[src/rtl/generator_auto_start_sequencer_core_macros.svh]
// Assertion helpers shared by the sequencer RTL.
// Every check samples on clk_i and is off while rst_ni is low.
`ifndef GENERATOR_AUTO_START_SEQUENCER_CORE_MACROS_SVH
`define GENERATOR_AUTO_START_SEQUENCER_CORE_MACROS_SVH

// General clocked check.
`define GASS_ASSERT(lbl, prop, msg) \
  lbl: assert property (@(posedge clk_i) disable iff (!rst_ni) (prop)) else $error(msg);

// Check that a condition never holds.
`define GASS_ASSERT_NEVER(lbl, cond, msg) \
  `GASS_ASSERT(lbl, !(cond), msg)

`endif

[src/rtl/gass_pkg.sv]
// ----------------------------------------------------------------------------
// gass_pkg
// Types, codes and reset values for the generator auto-start sequencer.
// ----------------------------------------------------------------------------
package gass_pkg;

  localparam int unsigned TIMER_BITS_DEF = 16;
  localparam int unsigned DUR_W          = 16;
  localparam int unsigned VOLT_W         = 13;
  localparam int unsigned CFG_IDX_W      = 3;
  localparam int unsigned CFG_DATA_W     = 16;

  // Configuration register indexes.
  localparam logic [CFG_IDX_W-1:0] CFG_WAIT    = 3'd0;
  localparam logic [CFG_IDX_W-1:0] CFG_PREHEAT = 3'd1;
  localparam logic [CFG_IDX_W-1:0] CFG_CRANK   = 3'd2;
  localparam logic [CFG_IDX_W-1:0] CFG_SETTLE  = 3'd3;
  localparam logic [CFG_IDX_W-1:0] CFG_PAUSE   = 3'd4;
  localparam logic [CFG_IDX_W-1:0] CFG_ROUNDS  = 3'd5;
  localparam logic [CFG_IDX_W-1:0] CFG_GOOD_V  = 3'd6;

  // Configuration reset values.
  localparam logic [DUR_W-1:0]  RST_WAIT_MS    = 16'd5000;
  localparam logic [DUR_W-1:0]  RST_PREHEAT_MS = 16'd5000;
  localparam logic [DUR_W-1:0]  RST_CRANK_MS   = 16'd5000;
  localparam logic [DUR_W-1:0]  RST_SETTLE_MS  = 16'd1000;
  localparam logic [DUR_W-1:0]  RST_PAUSE_MS   = 16'd5000;
  localparam logic [3:0]        RST_ROUNDS     = 4'd5;
  localparam logic [VOLT_W-1:0] RST_GOOD_V     = 13'd2000;

  // Request modes.
  localparam logic [2:0] MODE_TICK  = 3'd0;
  localparam logic [2:0] MODE_START = 3'd1;
  localparam logic [2:0] MODE_STOP  = 3'd2;
  localparam logic [2:0] MODE_FORCE = 3'd3;
  localparam logic [2:0] MODE_OFF   = 3'd4;

  // Sequence phases; code seven is never entered.
  localparam logic [2:0] PH_IDLE    = 3'd0;
  localparam logic [2:0] PH_WAIT    = 3'd1;
  localparam logic [2:0] PH_PREHEAT = 3'd2;
  localparam logic [2:0] PH_CRANK   = 3'd3;
  localparam logic [2:0] PH_SETTLE  = 3'd4;
  localparam logic [2:0] PH_ABORT   = 3'd5;
  localparam logic [2:0] PH_PAUSE   = 3'd6;
  localparam logic [2:0] PH_SEVEN   = 3'd7;

  // Relay bit masks.
  localparam logic [3:0] RLY_GLOW_A   = 4'b0001;
  localparam logic [3:0] RLY_GLOW_B   = 4'b0010;
  localparam logic [3:0] RLY_TRANSFER = 4'b0100;
  localparam logic [3:0] RLY_STARTER  = 4'b1000;
  localparam logic [3:0] RLY_GLOW     = RLY_GLOW_A | RLY_GLOW_B;

  localparam logic [3:0] ATTEMPT_MAX = 4'd15;

  typedef struct packed {
    logic [DUR_W-1:0]  wait_ms;
    logic [DUR_W-1:0]  preheat_ms;
    logic [DUR_W-1:0]  crank_ms;
    logic [DUR_W-1:0]  settle_ms;
    logic [DUR_W-1:0]  pause_ms;
    logic [3:0]        max_rounds;
    logic [VOLT_W-1:0] good_v;
  } cfg_t;

  typedef struct packed {
    logic [2:0]        mode;
    logic [1:0]        relay_index;
    logic              grid_lost;
    logic              voltage_valid;
    logic [VOLT_W-1:0] voltage_decivolts;
  } item_t;

  typedef struct packed {
    logic       glow_relay_a;
    logic       glow_relay_b;
    logic       transfer_relay;
    logic       starter_relay;
    logic       started_ok;
    logic [2:0] phase;
    logic [3:0] attempts_used;
  } res_t;

endpackage

[src/rtl/gass_cfg.sv]
// ----------------------------------------------------------------------------
// gass_cfg
// Configuration register file with write port and reset defaults.
// ----------------------------------------------------------------------------
module gass_cfg
  import gass_pkg::*;
(
  input  logic                  clk_i,
  input  logic                  rst_ni,
  input  logic                  cfg_we_i,
  input  logic [CFG_IDX_W-1:0]  cfg_idx_i,
  input  logic [CFG_DATA_W-1:0] cfg_data_i,
  output cfg_t                  cfg_o
);

  cfg_t cfg_q, cfg_d;

  always_comb begin
    cfg_d = cfg_q;
    if (cfg_we_i) begin
      case (cfg_idx_i)
        CFG_WAIT:    cfg_d.wait_ms    = cfg_data_i;
        CFG_PREHEAT: cfg_d.preheat_ms = cfg_data_i;
        CFG_CRANK:   cfg_d.crank_ms   = cfg_data_i;
        CFG_SETTLE:  cfg_d.settle_ms  = cfg_data_i;
        CFG_PAUSE:   cfg_d.pause_ms   = cfg_data_i;
        CFG_ROUNDS:  cfg_d.max_rounds = cfg_data_i[3:0];
        CFG_GOOD_V:  cfg_d.good_v     = cfg_data_i[VOLT_W-1:0];
        default:     cfg_d = cfg_q;
      endcase
    end
  end

  always_ff @(posedge clk_i or negedge rst_ni) begin
    if (!rst_ni) begin
      cfg_q.wait_ms    <= RST_WAIT_MS;
      cfg_q.preheat_ms <= RST_PREHEAT_MS;
      cfg_q.crank_ms   <= RST_CRANK_MS;
      cfg_q.settle_ms  <= RST_SETTLE_MS;
      cfg_q.pause_ms   <= RST_PAUSE_MS;
      cfg_q.max_rounds <= RST_ROUNDS;
      cfg_q.good_v     <= RST_GOOD_V;
    end else begin
      cfg_q <= cfg_d;
    end
  end

  assign cfg_o = cfg_q;

endmodule

[src/rtl/gass_seq.sv]
// ----------------------------------------------------------------------------
// gass_seq
// Sequencer state registers and the next-state logic.
// ----------------------------------------------------------------------------
module gass_seq
  import gass_pkg::*;
#(
  parameter int unsigned TIMER_BITS = TIMER_BITS_DEF
) (
  input  logic  clk_i,
  input  logic  rst_ni,
  input  logic  en_i,
  input  item_t item_i,
  input  cfg_t  cfg_i,
  output res_t  res_o
);

  localparam int unsigned CMP_W = (TIMER_BITS > DUR_W) ? TIMER_BITS : DUR_W;

  typedef struct packed {
    logic [2:0]            phase;
    logic [TIMER_BITS-1:0] elapsed;
    logic [3:0]            attempts;
    logic                  success;
    logic                  debug;
    logic [3:0]            relays;
  } st_t;

  st_t st_q, st_d;

  // A saturated timer counts as expired for any duration.
  function automatic logic expired(logic [TIMER_BITS-1:0] e, logic [DUR_W-1:0] d);
    return (CMP_W'(e) > CMP_W'(d)) || (e == {TIMER_BITS{1'b1}});
  endfunction

  function automatic st_t seq_fn(st_t s, logic grid, logic vv, logic [VOLT_W-1:0] volts);
    st_t r;
    r = s;
    case (s.phase)
      PH_IDLE: begin
        r.elapsed = '0;
        r.phase   = PH_WAIT;
      end
      PH_WAIT: begin
        if ((s.attempts < cfg_i.max_rounds) && expired(s.elapsed, cfg_i.wait_ms) && grid) begin
          r.relays  = r.relays | RLY_GLOW;
          r.elapsed = '0;
          r.phase   = PH_PREHEAT;
        end
        if (s.debug) begin
          r.relays  = r.relays | RLY_GLOW;
          r.elapsed = '0;
          r.phase   = PH_PREHEAT;
        end
      end
      PH_PREHEAT: begin
        if (expired(s.elapsed, cfg_i.preheat_ms)) begin
          r.relays  = r.relays | RLY_STARTER;
          r.elapsed = '0;
          r.phase   = PH_CRANK;
        end
      end
      PH_CRANK: begin
        // A reading that is present but low keeps checking every item.
        if (expired(s.elapsed, cfg_i.crank_ms)) begin
          r.relays = r.relays & ~RLY_STARTER;
          if (!vv) begin
            r.phase   = PH_ABORT;
            r.elapsed = '0;
          end else if (volts >= cfg_i.good_v) begin
            r.phase   = PH_SETTLE;
            r.elapsed = '0;
          end
        end
      end
      PH_SETTLE: begin
        if (expired(s.elapsed, cfg_i.settle_ms)) begin
          r.relays  = r.relays & ~RLY_STARTER;
          r.success = 1'b1;
        end
      end
      PH_ABORT: begin
        if (expired(s.elapsed, cfg_i.settle_ms)) begin
          r.relays  = r.relays & ~RLY_GLOW;
          r.elapsed = '0;
          r.phase   = PH_PAUSE;
        end
      end
      PH_PAUSE: begin
        // The wait timer is not restarted here.
        if (expired(s.elapsed, cfg_i.pause_ms)) begin
          r.phase = PH_WAIT;
          if (s.attempts < ATTEMPT_MAX) begin
            r.attempts = s.attempts + 4'd1;
          end
        end
      end
      default: begin
        r.relays = '0;
        r.phase  = PH_IDLE;
      end
    endcase
    return r;
  endfunction

  always_comb begin
    st_t s;
    s = st_q;
    if ((item_i.mode == MODE_TICK) && (s.elapsed != {TIMER_BITS{1'b1}})) begin
      s.elapsed = s.elapsed + TIMER_BITS'(1);
    end
    case (item_i.mode)
      MODE_START: begin
        s.debug = 1'b1;
        s.phase = PH_WAIT;
      end
      MODE_STOP: begin
        s.debug = 1'b0;
        s.phase = PH_IDLE;
      end
      MODE_FORCE: s.relays = s.relays | (RLY_GLOW_A << item_i.relay_index);
      MODE_OFF:   s.relays = '0;
      default:    s.relays = s.relays;
    endcase
    if (!s.debug) begin
      if (item_i.grid_lost) begin
        if (!s.success) begin
          s.relays = s.relays | RLY_TRANSFER;
          s = seq_fn(s, item_i.grid_lost, item_i.voltage_valid, item_i.voltage_decivolts);
        end
      end else begin
        s.attempts = '0;
        s.phase    = PH_IDLE;
        s.relays   = '0;
        s.success  = 1'b0;
      end
    end
    if (s.phase != PH_IDLE) begin
      s = seq_fn(s, item_i.grid_lost, item_i.voltage_valid, item_i.voltage_decivolts);
    end
    st_d = s;
  end

  always_ff @(posedge clk_i or negedge rst_ni) begin
    if (!rst_ni) begin
      st_q <= '0;
    end else if (en_i) begin
      st_q <= st_d;
    end
  end

  // The state after an item is its result, so the state register is the
  // result register.
  assign res_o.glow_relay_a   = st_q.relays[0];
  assign res_o.glow_relay_b   = st_q.relays[1];
  assign res_o.transfer_relay = st_q.relays[2];
  assign res_o.starter_relay  = st_q.relays[3];
  assign res_o.started_ok     = st_q.success;
  assign res_o.phase          = st_q.phase;
  assign res_o.attempts_used  = st_q.attempts;

endmodule

[src/rtl/generator_auto_start_sequencer_core.sv]
// ----------------------------------------------------------------------------
// generator_auto_start_sequencer_core
// Generator auto-start sequencer: tick and command requests in, relay drives
// and sequence status out, one result per request.
// ----------------------------------------------------------------------------
//   channel  handshake                  payload
//   in       in_valid_i / in_stall_o    mode, relay index, grid, voltage
//   out      out_valid_o / out_stall_i  four relays, started_ok, phase, attempts
//   cfg      cfg_we_i                   cfg_idx_i, cfg_data_i
//
// A request is captured in the input register and its result is registered in
// the state register when it advances; one request per cycle is sustained
// while the output is not stalled.
// Reset clears the sequence state and loads the default timings.
// While the result is stalled, the input register holds one more request and
// then stalls the input side.
module generator_auto_start_sequencer_core
  import gass_pkg::*;
#(
  parameter int unsigned TIMER_BITS = TIMER_BITS_DEF
) (
  input  logic                  clk_i,
  input  logic                  rst_ni,
  input  logic                  in_valid_i,
  output logic                  in_stall_o,
  input  logic [2:0]            mode_i,
  input  logic [1:0]            relay_index_i,
  input  logic                  grid_lost_i,
  input  logic                  voltage_valid_i,
  input  logic [VOLT_W-1:0]     voltage_decivolts_i,
  output logic                  out_valid_o,
  input  logic                  out_stall_i,
  output logic                  glow_relay_a_o,
  output logic                  glow_relay_b_o,
  output logic                  transfer_relay_o,
  output logic                  starter_relay_o,
  output logic                  started_ok_o,
  output logic [2:0]            phase_o,
  output logic [3:0]            attempts_used_o,
  input  logic                  cfg_we_i,
  input  logic [CFG_IDX_W-1:0]  cfg_idx_i,
  input  logic [CFG_DATA_W-1:0] cfg_data_i
);

`include "generator_auto_start_sequencer_core_macros.svh"

  logic  in_vld_q, in_vld_d;
  logic  out_vld_q, out_vld_d;
  item_t item_q;
  logic  in_acc, adv;
  cfg_t  cfg;
  res_t  res;

  assign adv        = in_vld_q && (!out_vld_q || !out_stall_i);
  assign in_stall_o = in_vld_q && !adv;
  assign in_acc     = in_valid_i && !in_stall_o;
  assign in_vld_d   = in_acc || (in_vld_q && !adv);
  assign out_vld_d  = adv || (out_vld_q && out_stall_i);

  always_ff @(posedge clk_i or negedge rst_ni) begin
    if (!rst_ni) begin
      in_vld_q  <= 1'b0;
      out_vld_q <= 1'b0;
    end else begin
      in_vld_q  <= in_vld_d;
      out_vld_q <= out_vld_d;
    end
  end

  always_ff @(posedge clk_i) begin
    if (in_acc) begin
      item_q.mode              <= mode_i;
      item_q.relay_index       <= relay_index_i;
      item_q.grid_lost         <= grid_lost_i;
      item_q.voltage_valid     <= voltage_valid_i;
      item_q.voltage_decivolts <= voltage_decivolts_i;
    end
  end

  gass_cfg u_cfg (
    .clk_i      (clk_i),
    .rst_ni     (rst_ni),
    .cfg_we_i   (cfg_we_i),
    .cfg_idx_i  (cfg_idx_i),
    .cfg_data_i (cfg_data_i),
    .cfg_o      (cfg)
  );

  gass_seq #(
    .TIMER_BITS (TIMER_BITS)
  ) u_seq (
    .clk_i  (clk_i),
    .rst_ni (rst_ni),
    .en_i   (adv),
    .item_i (item_q),
    .cfg_i  (cfg),
    .res_o  (res)
  );

  assign out_valid_o      = out_vld_q;
  assign glow_relay_a_o   = res.glow_relay_a;
  assign glow_relay_b_o   = res.glow_relay_b;
  assign transfer_relay_o = res.transfer_relay;
  assign starter_relay_o  = res.starter_relay;
  assign started_ok_o     = res.started_ok;
  assign phase_o          = res.phase;
  assign attempts_used_o  = res.attempts_used;

  `GASS_ASSERT(a_state_holds, !adv |=> $stable(res), "state changed without a request")
  `GASS_ASSERT(a_stall_has_item, in_stall_o |-> in_vld_q, "input stalled with an empty input register")
  `GASS_ASSERT(a_adv_gives_result, adv |=> out_vld_q, "request advanced without a result")
  `GASS_ASSERT_NEVER(a_no_phase_seven, res.phase == PH_SEVEN, "sequencer entered phase seven")

endmodule
[config.mk]
export PLATFORM = sky130hd
export DESIGN_NAME = generator_auto_start_sequencer_core
export DESIGN_NICKNAME = d
export VERILOG_FILES = /design/src/rtl/gass_pkg.sv /design/src/rtl/gass_cfg.sv /design/src/rtl/gass_seq.sv /design/src/rtl/generator_auto_start_sequencer_core.sv
export VERILOG_INCLUDE_DIRS = /design/src /design/src/rtl
export SDC_FILE = /design/constraint.sdc
export NUM_CORES = 1
export LEC_CHECK = 0
export BUFFER_PORTS_ARGS = -buffer_cell sky130_fd_sc_hd__buf_2
export CORE_UTILIZATION = 25
export CTS_CLUSTER_DIAMETER = 60
export CTS_CLUSTER_SIZE = 25
export DETAILED_ROUTE_END_ITERATION = 12
export HOLD_SLACK_MARGIN = 0.15
export PLACE_DENSITY = 0.5
export SYNTH_ARGS = -nofsm -noshare
export SYNTH_HDL_FRONTEND = slang
export SYNTH_SLANG_ARGS = --single-unit
[constraint.sdc]
create_clock -name clk_i -period 7.85 [get_ports clk_i]
set_clock_uncertainty 0.15 [all_clocks]
set_input_delay 1.57 -clock clk_i [delete_from_list [all_inputs] [get_ports clk_i]]
set_output_delay 1.57 -clock clk_i [all_outputs]
set_load 0.05 [all_outputs]
* Yosys cells after proc, flatten, opt, wreduce, memory -nomap -nowiden
Index checks and enable logic that the tools add are counted.
** Cells by class
- Magnitude comparators :: 15
- Equality and inequality tests :: 25
- Muxes and demuxes :: 54
- Bitwise logic cells :: 1
- $add $sub $neg :: 3
- Reduce and logical (&&, ||, !) cells :: 40
- Shifts and indexed selects :: 1
** Operator list (number)
- $mux 19 :: 13
- $gt 16x16->1 :: 10
- $pmux 16 s5 :: 2
- $mux 29 :: 3
- $mux 4 :: 13
- $pmux 4 s6 :: 2
- $pmux 3 s7 :: 2
- $eq 16x16->1 const B :: 2
- $mux 16 :: 2
- $eq 3x3->1 const B :: 10
- $eq 3x2->1 const B :: 8
- $add 16x1->16 const B :: 1
- $ne 16x16->1 const B :: 1
- $reduce_and 2->1 :: 7
- $ge 13x13->1 :: 1
- $logic_or 1x1->1 :: 13
- $eq 3x1->1 const B :: 4
- $logic_not 3->1 :: 4
- $mux 2 :: 5
- $logic_and 1x1->1 :: 9
- $mux 3 :: 3
- $add 4x1->4 const B :: 2
- $lt 4x4->1 :: 2
- $lt 4x4->1 const B :: 2
- 10 further kinds :: 18
** Storage, ports and cells
- Bits of input ports :: 44
- Flip-flop bits (word level) :: 148
- Logic and storage cells :: 159

* Logic depth before layout (Yosys ltp)
Gate-level depths: netlist of the first run.
- Depth after elaboration :: 20
- Depth in mapped cells :: 32
- Gate-level depth less buffers :: 29

* Cells and area by module
A second synthesis of the first run with hierarchy kept.
** Second synthesis, totals
- Cell total of the unflattened synthesis :: 1207
- Area, all modules :: 11877.6 um^2
** By module, submodules not included
- gass_seq :: area each 7432.1 um^2, cells an instance 969, times used 1, sequential area each 725.7 um^2
- gass_cfg :: area each 3752.3 um^2, cells an instance 210, times used 1, sequential area each 2469.9 um^2
- generator_auto_start_sequencer_core :: area each 693.2 um^2, cells an instance 28, times used 1, sequential area each 650.6 um^2

* Worst setup path after synthesis of the first run
Ideal clock, no wire load.
- Kind :: register to register
- From :: reg item_q[18] (netlist bit)
- To :: reg u_seq.st_q[16] (netlist bit)
- Setup slack :: 1.169 ns
- Path buffers :: 4
- Cell stages (with the launch flop) :: 30
- Period minus slack after synthesis :: 6.681 ns
- Data arrival time :: 6.435 ns
- Cells stage by stage :: edfxtp_1 > buf_2 > nor4b_4 > buf_4 > nand3_1 > nor4_1 > xnor2_1 > inv_1 > ha_1 > and3_1 > nand4_1 > a211o_1 > a31oi_1 > nor2_1 > o21a_1 > nor3_1 > clkbuf_1 > nor2_1 > ha_1 > o21ai_0 > a21oi_1 > or4_1 > a221oi_1 > a41oi_1 > o21ai_0 > a211oi_1 > o211ai_1 > nand3_1 > buf_2 > o31ai_1
** Between the ends
- Cells in the longest elaborated chain, start to end :: 20
- Elaborated cells on any way between the ends :: 70
** Ends and longest elaborated chain
- from (decl) :: line generator_auto_start_sequencer_core.sv:49 : item_t item_q;
- $logic_not 3->1 :: line gass_seq.sv:109 : if ((item_i.mode == MODE_TICK) && (s.elapsed != {TIMER_BITS{1'b1}})) begin
- $logic_and 1x1->1 :: line gass_seq.sv:109
- $mux 16 :: line gass_seq.sv:109
- $gt 16x16->1 / $eq 16x16->1 (equally long branches) :: line gass_seq.sv:33 : return (CMP_W'(e) > CMP_W'(d)) || (e == {TIMER_BITS{1'b1}});
- $logic_or 1x1->1 :: line gass_seq.sv:33
- $logic_and 1x1->1 (2 in series) :: line gass_seq.sv:45 : if ((s.attempts < cfg_i.max_rounds) && expired(s.elapsed, cfg_i.wait_ms) && grid) begin
- $mux 19 :: line gass_seq.sv:45
- $pmux 16 s5 :: line gass_seq.sv:39 : case (s.phase)
- (+2 left out)
- $mux 29 * :: line gass_seq.sv:125 : if (!s.debug) begin
- $gt 16x16->1 / $eq 16x16->1 (equally long branches) :: line gass_seq.sv:33
- $logic_or 1x1->1 :: line gass_seq.sv:33
- $logic_and 1x1->1 (2 in series) :: line gass_seq.sv:45
- $mux 19 :: line gass_seq.sv:45
- $mux 19 :: line gass_seq.sv:50 : if (s.debug) begin
- $pmux 16 s5 :: line gass_seq.sv:39
- $mux 29 * :: line gass_seq.sv:138 : if (s.phase != PH_IDLE) begin
- to (signal assigned) :: line gass_seq.sv:148 : st_q <= st_d;
- to (decl) :: line gass_seq.sv:29 : st_t st_q, st_d;
Mark *: on every way between the ends. The rest lies on a longest branch, timed or not.
A chain may end at the register's enable or synchronous reset.

* Worst setup path after layout of the first run
- From :: reg item_q[18] (netlist bit)
- To :: reg u_seq.st_q[25] (netlist bit)
Same word-level chain as after synthesis.

==> metrics.md, run 1 <==
| Metric | Value |
|---|---|
| Synth Cell Area | 11510 µm² |
| Clock sink count | 148 |
| Synth async-reset ratio | 86.49% |
| CTS tree | done |
| GRT overflow | 0 |
| ANT nets after route | 0 |
| Hpwl dp | 28840 µm |
| Clk Tree Root Cell | clkbuf_16 |
| Most frequent cells in the layout | 182 x ha_1, 128 x nand2_1, 126 x inv_1, 115 x o21ai_0, 94 x dfrtp_1 |
| Max FO, Critical Path | 14 |
| DRC violations left | 0 |
| Worst-skew pair later-pin latency | 0.46 ns |
| Max Clk Rate | 135.4 MHz |
| Period minus WS final | 7.386 ns |
| Final setup TNS | 0 ns |
| I/O pins | 58 |
| ANT cells | 0 |
| Core Util, Final | 29.21% |
| Pin count of the biggest net entering global routing | 70 |
| Clock Pin Slew Worst Setup and Hold Paths | 0.06 ns |
| Antenna violations before repair | 0 |
| Slew Viols, Final | 0 |
| EDFF count, synth | 20 |
| Met3 wire length | 2049 µm |
| Data arrival time of the worst path | 7.59 ns |
| Site Rows | 78 |
| First-pass GRT wire length | 56190 µm |
| VDD IR-drop max | 0.1801 mV |
| Synth Register Bits | 148 |
| 1st-iter DRT viols | 671 |
| Area growth syn-to-layout | 15.13% |
| Vias per cell | 5.025 |
| Final cell count without fillers | 1950 |
| Outcome | completed |
| Setup CP Type | reg2reg |
| Hold Crit Class | reg2reg |
| # setup viols final | 0 |
| CTS buffer count | 17 |
| GP Congestion | 0.8959 |
| Share of the yosys chip area belonging to registers | 33.41% |
| Crit path launch type | flop |
| Post-Place Cell Area | 12560 µm² |
| Cell area after layout | 13250 µm² |
| Yosys warns | 0 |
| DR top layer | met4 |
| 1st-pass router iterations | 5 |
| Final worst-path cycle share | 94.08% |
| RSZ-0062 raised after global routing | false |
| Total global-route track usage | 15.82% |
| Distinct cells, synth | 75 |
| Worst slew margin | 24.68% |
| Leading area contributor after synthesis | dfrtp_1 |
| Core Box Area | 45380 µm² |
| Starting Density | 25.37% |
| PortBufs | 57 |
| Met1 wire length | 17000 µm |
| Area contributors post-synth | dfrtp_1 20%, ha_1 20%, dfstp_2 7.8% |
| Wire per inst | 18.68 µm |
| CP Data Required Time | 8.06 ns |
| Slowest-stage cell, CP | edfxtp_1 |
| Top_reg_cell synth | dfrtp_1 |
| Hold Fails Final Rpt | 0 |
| Die area | 46910 µm² |
| Crit end category | flop |
| Layout Nets | 1563 |
| Commonest non-fill, non-tap cell in the layout | ha_1 |
| Synth Instances | 1280 |
| Syn Nets | 1506 |
| H-tree depth | 4 |
| Leak | 6.184 nW |
| Fraction of layout cells with a size suffix above 1 | 16.67% |
| Cell Pwr Density | 218.0 nW/µm² |
| Chip Width | 216.6 µm |
| CP peak stage delay | 0.53 ns |
| Total Power | 2.889 mW |
| Total of max-cap violations | 0 |
| Clock tree buffer depth | 2 |
| Share of Yosys cell area claimed by the top area cell type | 20.43% |
| Detail Route met2 WL | 16790 µm |
| Dpl cells | 1915 |
| Vert. Die Dim | 216.6 µm |
| Vias in the first global route | 9619 |
| Worst Tran Pin Value | 1.124 ns |
| Vias | 9798 |
| Syn avg cell area | 8.994 µm² |
| Post-Route WL | 36430 µm |
==> repair_timing <==
action,CTS,global route
endpoints found under the setup margin,0,17
hold buffers,0,0
resized for setup,0,17
setup buffers,0,3
==> cell type report <==
class / instances / area (µm²)
tap: 600 / 750.7
sequential: 148 / 3846
clock inverter: 9 / 76.32
clock buffer: 23 / 541.8
fill: 4862 / 32130
multi-input combinational: 955 / 7038
timing repair buffer: 88 / 524.3
inverter: 127 / 476.7
==> power breakdown <==
part	internal, mW	total, mW	switching (mW)
sequential	0.935	1.01	0.0746
combinational	0.377	1.03	0.651
clock	0.493	0.852	0.359
==> per-layer routing <==
layer	global-route usage [%]	vias to the layer above
li1	-	4800
met1	21.07	4692
met3	3.312	36
met5	0	-
met4	4.601	0
met2	25.61	270
==> worst paths after layout <==
check | to | slack, ns | start | depth (start not counted)
hold reg to reg | u_cfg.cfg_o[44]$_DFFE_PN0P_ | 0.36 | u_cfg.cfg_o[44]$_DFFE_PN0P_ | 1
setup reg to reg | u_seq.st_q[25]$_DFFE_PN0P_ | 0.46 | item_q[18]$_DFFE_PP_ | 29
setup / recovery | u_seq.st_q[25]$_DFFE_PN0P_ | 0.46 | item_q[18]$_DFFE_PP_ | 29
max in group asynchronous | u_cfg.cfg_o[27]$_DFFE_PN0P_ | 5.26 | rst_ni | 2
hold / removal | u_cfg.cfg_o[44]$_DFFE_PN0P_ | 0.36 | u_cfg.cfg_o[44]$_DFFE_PN0P_ | 1
min in group asynchronous | u_cfg.cfg_o[1]$_DFFE_PN0P_ | 0.95 | rst_ni | 1
==> cells by family (layout without fill, tap and decap cells) <==
group / Yosys count / in the layout / synth area share (%)
muxes: 43 / 43 / 4.163
DFF: 148 / 148 / 33.41
xor gates and xnor gates: 7 / 7 / 0.5326
AOI/OAI and AO/OA: 351 / 351 / 19.30
buffers and inverters: 177 / 247 / 6.162
and+or+nand+nor: 372 / 372 / 16.65
adders and majority gates: 182 / 182 / 19.78
==> worst max-delay path: cells and delay by family, from the launching register on <==
kind	cells	cell delay [ns]
buffers and inverters	4	0.91
flip-flops	1	0.53
AO/OA/AOI/OAI	12	3.01
adder cells (fa/ha/maj)	2	0.52
AND/OR/NAND/NOR	11	2.15
==> registers in the layout (all words and copies together), names as in the netlist <==
register and cells:
in_vld_q 1, item_q 20, out_valid_o 1, u_cfg.cfg_o 97, u_seq.res_o 12, u_seq.st_q 17
==> synthesized netlist by cell type (20+ instances only) <==
cell,count
nand2_1,128
nor2_1,59
mux2_2,39
edfxtp_1,20
a21oi_1,70
o211ai_1,20
dfstp_2,34
nand4_1,42
nand3_1,24
a21o_1,29
dfrtp_1,94
o31ai_1,20
clkbuf_1,31
inv_1,126
ha_1,182
o21ai_0,116
==> per-stage QoR <==
stage / worst slack, ns / hold slack (ns)
final: 0.4644 / 0.3556
after global routing: 0.02948 / 0.3667
after CTS: 0.2241 / 0.3572
after detailed placement: 0.2268 / 0.3433
after global placement: 0.2581 / 0.3386
after floorplan: 1.169 / 0.3158
(Power assumes the default switching activity.)
==> inputs of run 2 (changes only) <==
==> constraint.sdc (replaced) <==
create_clock -name clk_i -period 7.1 [get_ports clk_i]
set_clock_uncertainty 0.15 [all_clocks]
set_input_delay 1.775 -clock clk_i [delete_from_list [all_inputs] [get_ports clk_i]]
set_output_delay 1.775 -clock clk_i [all_outputs]
set_load 0.1 [all_outputs]
==> metrics.md, run 2 (synthesis results as in run 1) <==
| Metric | Value |
|---|---|
| Reg2Reg Capture Point | u_seq.st_q[20]$_DFFE_PN0P_ |
| Cell area after layout | 13740 µm² |
| Worst slew margin | 34.27% |
| Hold Crit Class | reg2reg |
| WP buf/inv | 7 |
| Hpwl dp | 30330 µm |
| Period minus WS final | 6.756 ns |
| Post-Place Cell Area | 13010 µm² |
| VDD IR-drop max | 0.2172 mV |
| Worst-skew pair later-pin latency | 0.46 ns |
| Clock tree buffer depth | 2 |
| Final worst-path cycle share | 95.15% |
| Cell Pwr Density | 238.6 nW/µm² |
| Setup CP Type | reg2reg |
| CTS tree | done |
| Reg-to-reg startpoint | item_q[19]$_DFFE_PP_ |
| Area growth syn-to-layout | 19.34% |
| R2R cell count | 32 |
| ANT cells | 0 |
| CP peak stage delay | 0.44 ns |
| Hold Fails Final Rpt | 0 |
| Slew Viols, Final | 0 |
| Starting Density | 25.37% |
| Antenna violations before repair | 0 |
| Max FO, Critical Path | 14 |
| ANT nets after route | 0 |
| 1st-iter DRT viols | 734 |
| DRC violations left | 0 |
| Vias in the first global route | 10180 |
| I/O pins | 58 |
| Wire per inst | 19.00 µm |
| Worst Tran Pin Value | 0.9785 ns |
| Slowest-stage cell, CP | edfxtp_1 |
| Vert. Die Dim | 216.6 µm |
| Dpl cells | 1974 |
| Site Rows | 78 |
| Critical Path End | u_seq.st_q[20]$_DFFE_PN0P_ |
| Clock Pin Slew Worst Setup and Hold Paths | 0.07 ns |
| Die area | 46910 µm² |
| # setup viols final | 0 |
| Max reg flops | 97 |
| Critical path depth | 32 |
| First-pass GRT wire length | 59260 µm |
| Detail Route met2 WL | 17860 µm |
| CP Data Required Time | 7.31 ns |
| 1st-pass router iterations | 5 |
| Core Box Area | 45380 µm² |
| Most frequent CP cell | buf_4 |
| Crit path launch type | flop |
| Post-Route WL | 38140 µm |
| Reg-to-reg setup timing slack | 0.34 ns |
| Total of max-cap violations | 0 |
| CTS buffer count | 17 |
| Clk Tree Root Cell | clkbuf_16 |
| PortBufs | 57 |
| Met1 wire length | 18150 µm |
| GRT overflow | 0 |
| Total Power | 3.277 mW |
| Most frequent cells in the layout | 182 x ha_1, 128 x nand2_1, 121 x inv_1, 114 x o21ai_0, 94 x dfrtp_1 |
| Chip Width | 216.6 µm |
| Data arrival time of the worst path | 6.96 ns |
| Crit end category | flop |
| Final cell count without fillers | 2008 |
| Leak | 6.459 nW |
| Total global-route track usage | 16.62% |
| Vias | 10140 |
| Met3 wire length | 1220 µm |
| GP Congestion | 0.9271 |
| Max Clk Rate | 148.0 MHz |
| Clock sink count | 148 |
| Vias per cell | 5.048 |
| Outcome | completed |
| CP Launch Point | item_q[19]$_DFFE_PP_ |
| Commonest non-fill, non-tap cell in the layout | ha_1 |
| H-tree depth | 4 |
| Fraction of layout cells with a size suffix above 1 | 20.95% |
| Top delay family on crit path | compound AO/OA/AOI/OAI gates |
| DR top layer | met4 |
| Pin count of the biggest net entering global routing | 69 |
| Layout Nets | 1621 |
## run 2: cell count changes in the layout (fill, tap and decap cells not counted), sizes merged
cell / delta
buf: +58
clkbuf: -5
clkinv: +1
bufinv: +3
inv: -1
clkinvlp: +2
## run 2: worst min path at each step
stage / end / startpoint / slack (ns) / cells after the start
2_1_floorplan: u_seq.st_q[4]$_DFFE_PN0P_ / u_seq.st_q[4]$_DFFE_PN0P_ / 0.32 / 2
3_5_place_dp: u_cfg.cfg_o[5]$_DFFE_PN0P_ / u_cfg.cfg_o[5]$_DFFE_PN0P_ / 0.34 / 1
3_3_place_gp: u_cfg.cfg_o[3]$_DFFE_PN0P_ / u_cfg.cfg_o[3]$_DFFE_PN0P_ / 0.34 / 1
4_1_cts: u_cfg.cfg_o[5]$_DFFE_PN0P_ / u_cfg.cfg_o[5]$_DFFE_PN0P_ / 0.36 / 1
6_report: u_cfg.cfg_o[3]$_DFFE_PN0P_ / u_cfg.cfg_o[3]$_DFFE_PN0P_ / 0.36 / 1
5_1_grt: u_cfg.cfg_o[3]$_DFFE_PN0P_ / u_cfg.cfg_o[3]$_DFFE_PN0P_ / 0.38 / 1
## run 2: area by class of cell
| cell class | count | area, µm² |
|---|---|---|
| clock buffer | 18 | 429.2 |
| clock inverter | 14 | 173.9 |
| fill | 4802 | 31640 |
| inverter | 127 | 476.7 |
| multi-input combinational | 955 | 7086 |
| sequential | 148 | 3846 |
| tap | 600 | 750.7 |
| timing repair buffer | 146 | 975.9 |
## run 2: through the flow
step | hold slack (ns) | setup slack [ns] | util (%) | setup TNS, ns
global route | 0.3787 | -0.01198 | 30.27 | -0.03244
floorplan | 0.3158 | 0.4195 | - | 0
CTS | 0.3596 | 0.09366 | 30.01 | 0
global placement | 0.3381 | 0.1059 | 28.67 | 0
finish | 0.3561 | 0.3441 | 30.27 | 0
detailed placement | 0.3441 | -0.005604 | 28.67 | -0.005604
## run 2: repair_timing
| action | 4_1_cts | 5_1_grt |
|---|---|---|
| hold buffers | 0 | 0 |
| buffers inserted | 0 | 2 |
| pin swaps | 0 | 5 |
| setup endpoints to repair | 1 | 25 |
| resized for setup | 1 | 28 |
## run 2: power breakdown
group / internal (mW) / leakage (nW) / switching, mW
logic: 0.434 / 4.45 / 0.775
registers: 1.03 / 1.73 / 0.0806
clock network: 0.555 / 0.285 / 0.398
total: 2.02 / 6.46 / 1.25
## run 2: per-layer routing
layer / up-vias / global-route usage [%]
met4: 0 / 5.775
li1: 4905 / -
met2: 209 / 27.43
met5: - / 0
met3: 51 / 2.568
met1: 4972 / 21.95
==> inputs of run 3 (changes only) <==
--- a/config.mk
+++ b/config.mk
@@ -8,11 +8,13 @@
 export LEC_CHECK = 0
 export BUFFER_PORTS_ARGS = -buffer_cell sky130_fd_sc_hd__buf_2
 export CORE_UTILIZATION = 25
+export CTS_BUF_LIST = sky130_fd_sc_hd__clkbuf_8
 export CTS_CLUSTER_DIAMETER = 60
 export CTS_CLUSTER_SIZE = 25
 export DETAILED_ROUTE_END_ITERATION = 12
 export HOLD_SLACK_MARGIN = 0.15
 export PLACE_DENSITY = 0.5
+export REMOVE_ABC_BUFFERS = 1
 export SYNTH_ARGS = -nofsm -noshare
 export SYNTH_HDL_FRONTEND = slang
 export SYNTH_SLANG_ARGS = --single-unit
==> metrics.md, run 3 (synthesis results as in run 1) <==
| Metric | Value |
|---|---|
| Outcome | completed |
| Hold Fails Final Rpt | 0 |
| Clock Power Share | 21.7% |
| 1st-iter DRT viols | 632 |
| Hpwl dp | 30620 µm |
| Fraction of layout cells with a size suffix above 1 | 22.10% |
| Post-Place Cell Area | 13090 µm² |
| Clock Pin Slew Worst Setup and Hold Paths | 0.10 ns |
| Vias per cell | 5.011 |
| Starting Density | 25.37% |
| CTS buffer count | 17 |
| Setup CP Type | reg2reg |
| Area growth syn-to-layout | 18.50% |
| 1st-pass router iterations | 6 |
| Slowest-stage cell, CP | edfxtp_1 |
| Max FO, Critical Path | 12 |
| Layout Nets | 1634 |
| Post-Route WL | 38960 µm |
| # setup viols final | 0 |
| Hold slack | 0.3468 ns |
| Max Clk Rate | 147.5 MHz |
| I/O pins | 58 |
| Slew Viols, Final | 0 |
| GRT overflow | 0 |
| CP Data Required Time | 7.32 ns |
| Met3 wire length | 1990 µm |
| Clock tree buffer depth | 2 |
| Cts hold-fix bufs | 0 |
| Cell Pwr Density | 220.9 nW/µm² |
| Final worst-path cycle share | 95.49% |
| Worst Tran Pin Value | 0.9573 ns |
| Commonest non-fill, non-tap cell in the layout | ha_1 |
| VDD IR-drop max | 0.1185 mV |
| First-pass GRT wire length | 59950 µm |
| DRC violations left | 0 |
| Clk Tree Root Cell | clkbuf_8 |
| Period minus WS final | 6.780 ns |
| Dpl cells | 1984 |
| CP peak stage delay | 0.45 ns |
| H-tree depth | 4 |
| Hold Crit Class | reg2reg |
| Detail Route met2 WL | 17420 µm |
| Antenna violations before repair | 0 |
| Cell area after layout | 13640 µm² |
| Total global-route track usage | 16.94% |
| Worst slew margin | 35.84% |
| Most frequent cells in the layout | 180 x ha_1, 128 x nand2_1, 124 x inv_1, 112 x o21ai_0, 100 x buf_4 |
| Int Pwr | 1.767 mW |
| Fillers | 4841 |
| Core Box Area | 45380 µm² |
| Leak | 6.416 nW |
| CTS tree | done |
| Max reg flops | 97 |
| PnR worst setup slack | 0.3203 ns |
| Reg area | 3851 µm² |
| Vias | 10130 |
| Final setup TNS | 0 ns |
| Chip Width | 216.6 µm |
| Vert. Die Dim | 216.6 µm |
| GP Congestion | 0.9754 |
| Crit end category | flop |
| Sw Ratio | 41.36% |
| Sw power | 1.246 mW |
| Wire per inst | 19.27 µm |
| Seq pwr share | 36.8% |
| Worst-skew pair later-pin latency | 0.50 ns |
| Most frequent CP cell | buf_4 |
| Comb pwr share | 41.5% |
| ANT nets after route | 0 |
| Met1 wire length | 18150 µm |
| DR top layer | met4 |
| Total Power | 3.013 mW |
| Final cell count without fillers | 2022 |
| Data arrival time of the worst path | 7.00 ns |
| Crit path launch type | flop |
| Pin count of the biggest net entering global routing | 71 |
| Clock sink count | 148 |
| Vias in the first global route | 9984 |
| Total of max-cap violations | 0 |
| Core Util, Final | 30.06% |
| Post-Place Worst Slack | -0.1243 ns |
| PortBufs | 57 |
| Site Rows | 78 |
| Die area | 46910 µm² |
| Multi-input gate area | 7122 µm² |
[run 3: path summary, 6_finish.rpt]
check	cells after the start	startpoint	endpoint	slack (ns)
min	1	in_vld_q$_DFF_PN0_	out_valid_o$_DFF_PN0_	0.35
min in group asynchronous	1	rst_ni	u_seq.res_o[10]$_DFFE_PN0P_	1.12
min reg2reg	1	in_vld_q$_DFF_PN0_	out_valid_o$_DFF_PN0_	0.35
max	32	item_q[19]$_DFFE_PP_	u_seq.res_o[3]$_DFFE_PN0P_	0.32
max in group asynchronous	2	rst_ni	u_seq.st_q[25]$_DFFE_PN0P_	4.39
max reg2reg	32	item_q[19]$_DFFE_PP_	u_seq.res_o[3]$_DFFE_PN0P_	0.32
[run 3: timing repair]
item	CTS	global route
resized for setup	4	37
gates cloned	0	0
endpoints found under the setup margin	19	26
setup buffers	0	5
pin swaps	0	10
endpoints found under the hold margin	0	0
[run 3: worst max-delay path: cells and delay by family, from the launching register on]
kind | cells | cell delay (ns)
and+or+nand+nor | 14 | 3.00
buffers and inverters | 8 | 1.33
AOI/OAI and AO/OA | 8 | 1.23
adders and majority gates | 2 | 0.47
DFF | 1 | 0.45
[run 3: layout make-up]
| cell class | count | area share [%] |
|---|---|---|
| Clock inverter | 15 | 0.9355 |
| Multi-Input combinational cell | 955 | 52.21 |
| Inverter | 127 | 3.522 |
| Timing Repair Buffer | 159 | 7.869 |
| Tap cell | 600 | 5.503 |
| Sequential cell | 148 | 28.23 |
| Antenna cell | 1 | 0.01834 |
| Clock buffer | 17 | 1.715 |
[run 3: layer usage]
metal | global-route usage (%) | vias to the layer above
li1 | - | 4938
met3 | 2.793 | 64
met1 | 22.80 | 4857
met4 | 7.512 | 0
met5 | 0 | -
met2 | 26.54 | 274
[run 3: power by group through the flow]
stage                     combinational (mW)  sequential, mW  clock (mW)
after global placement                  1.20            1.12           0
final                                   1.25            1.11       0.653
after floorplan                        0.706            1.19           0
after global routing                    1.38            1.13       0.709
after CTS                               1.23            1.11       0.681
after detailed placement                1.22            1.12           0
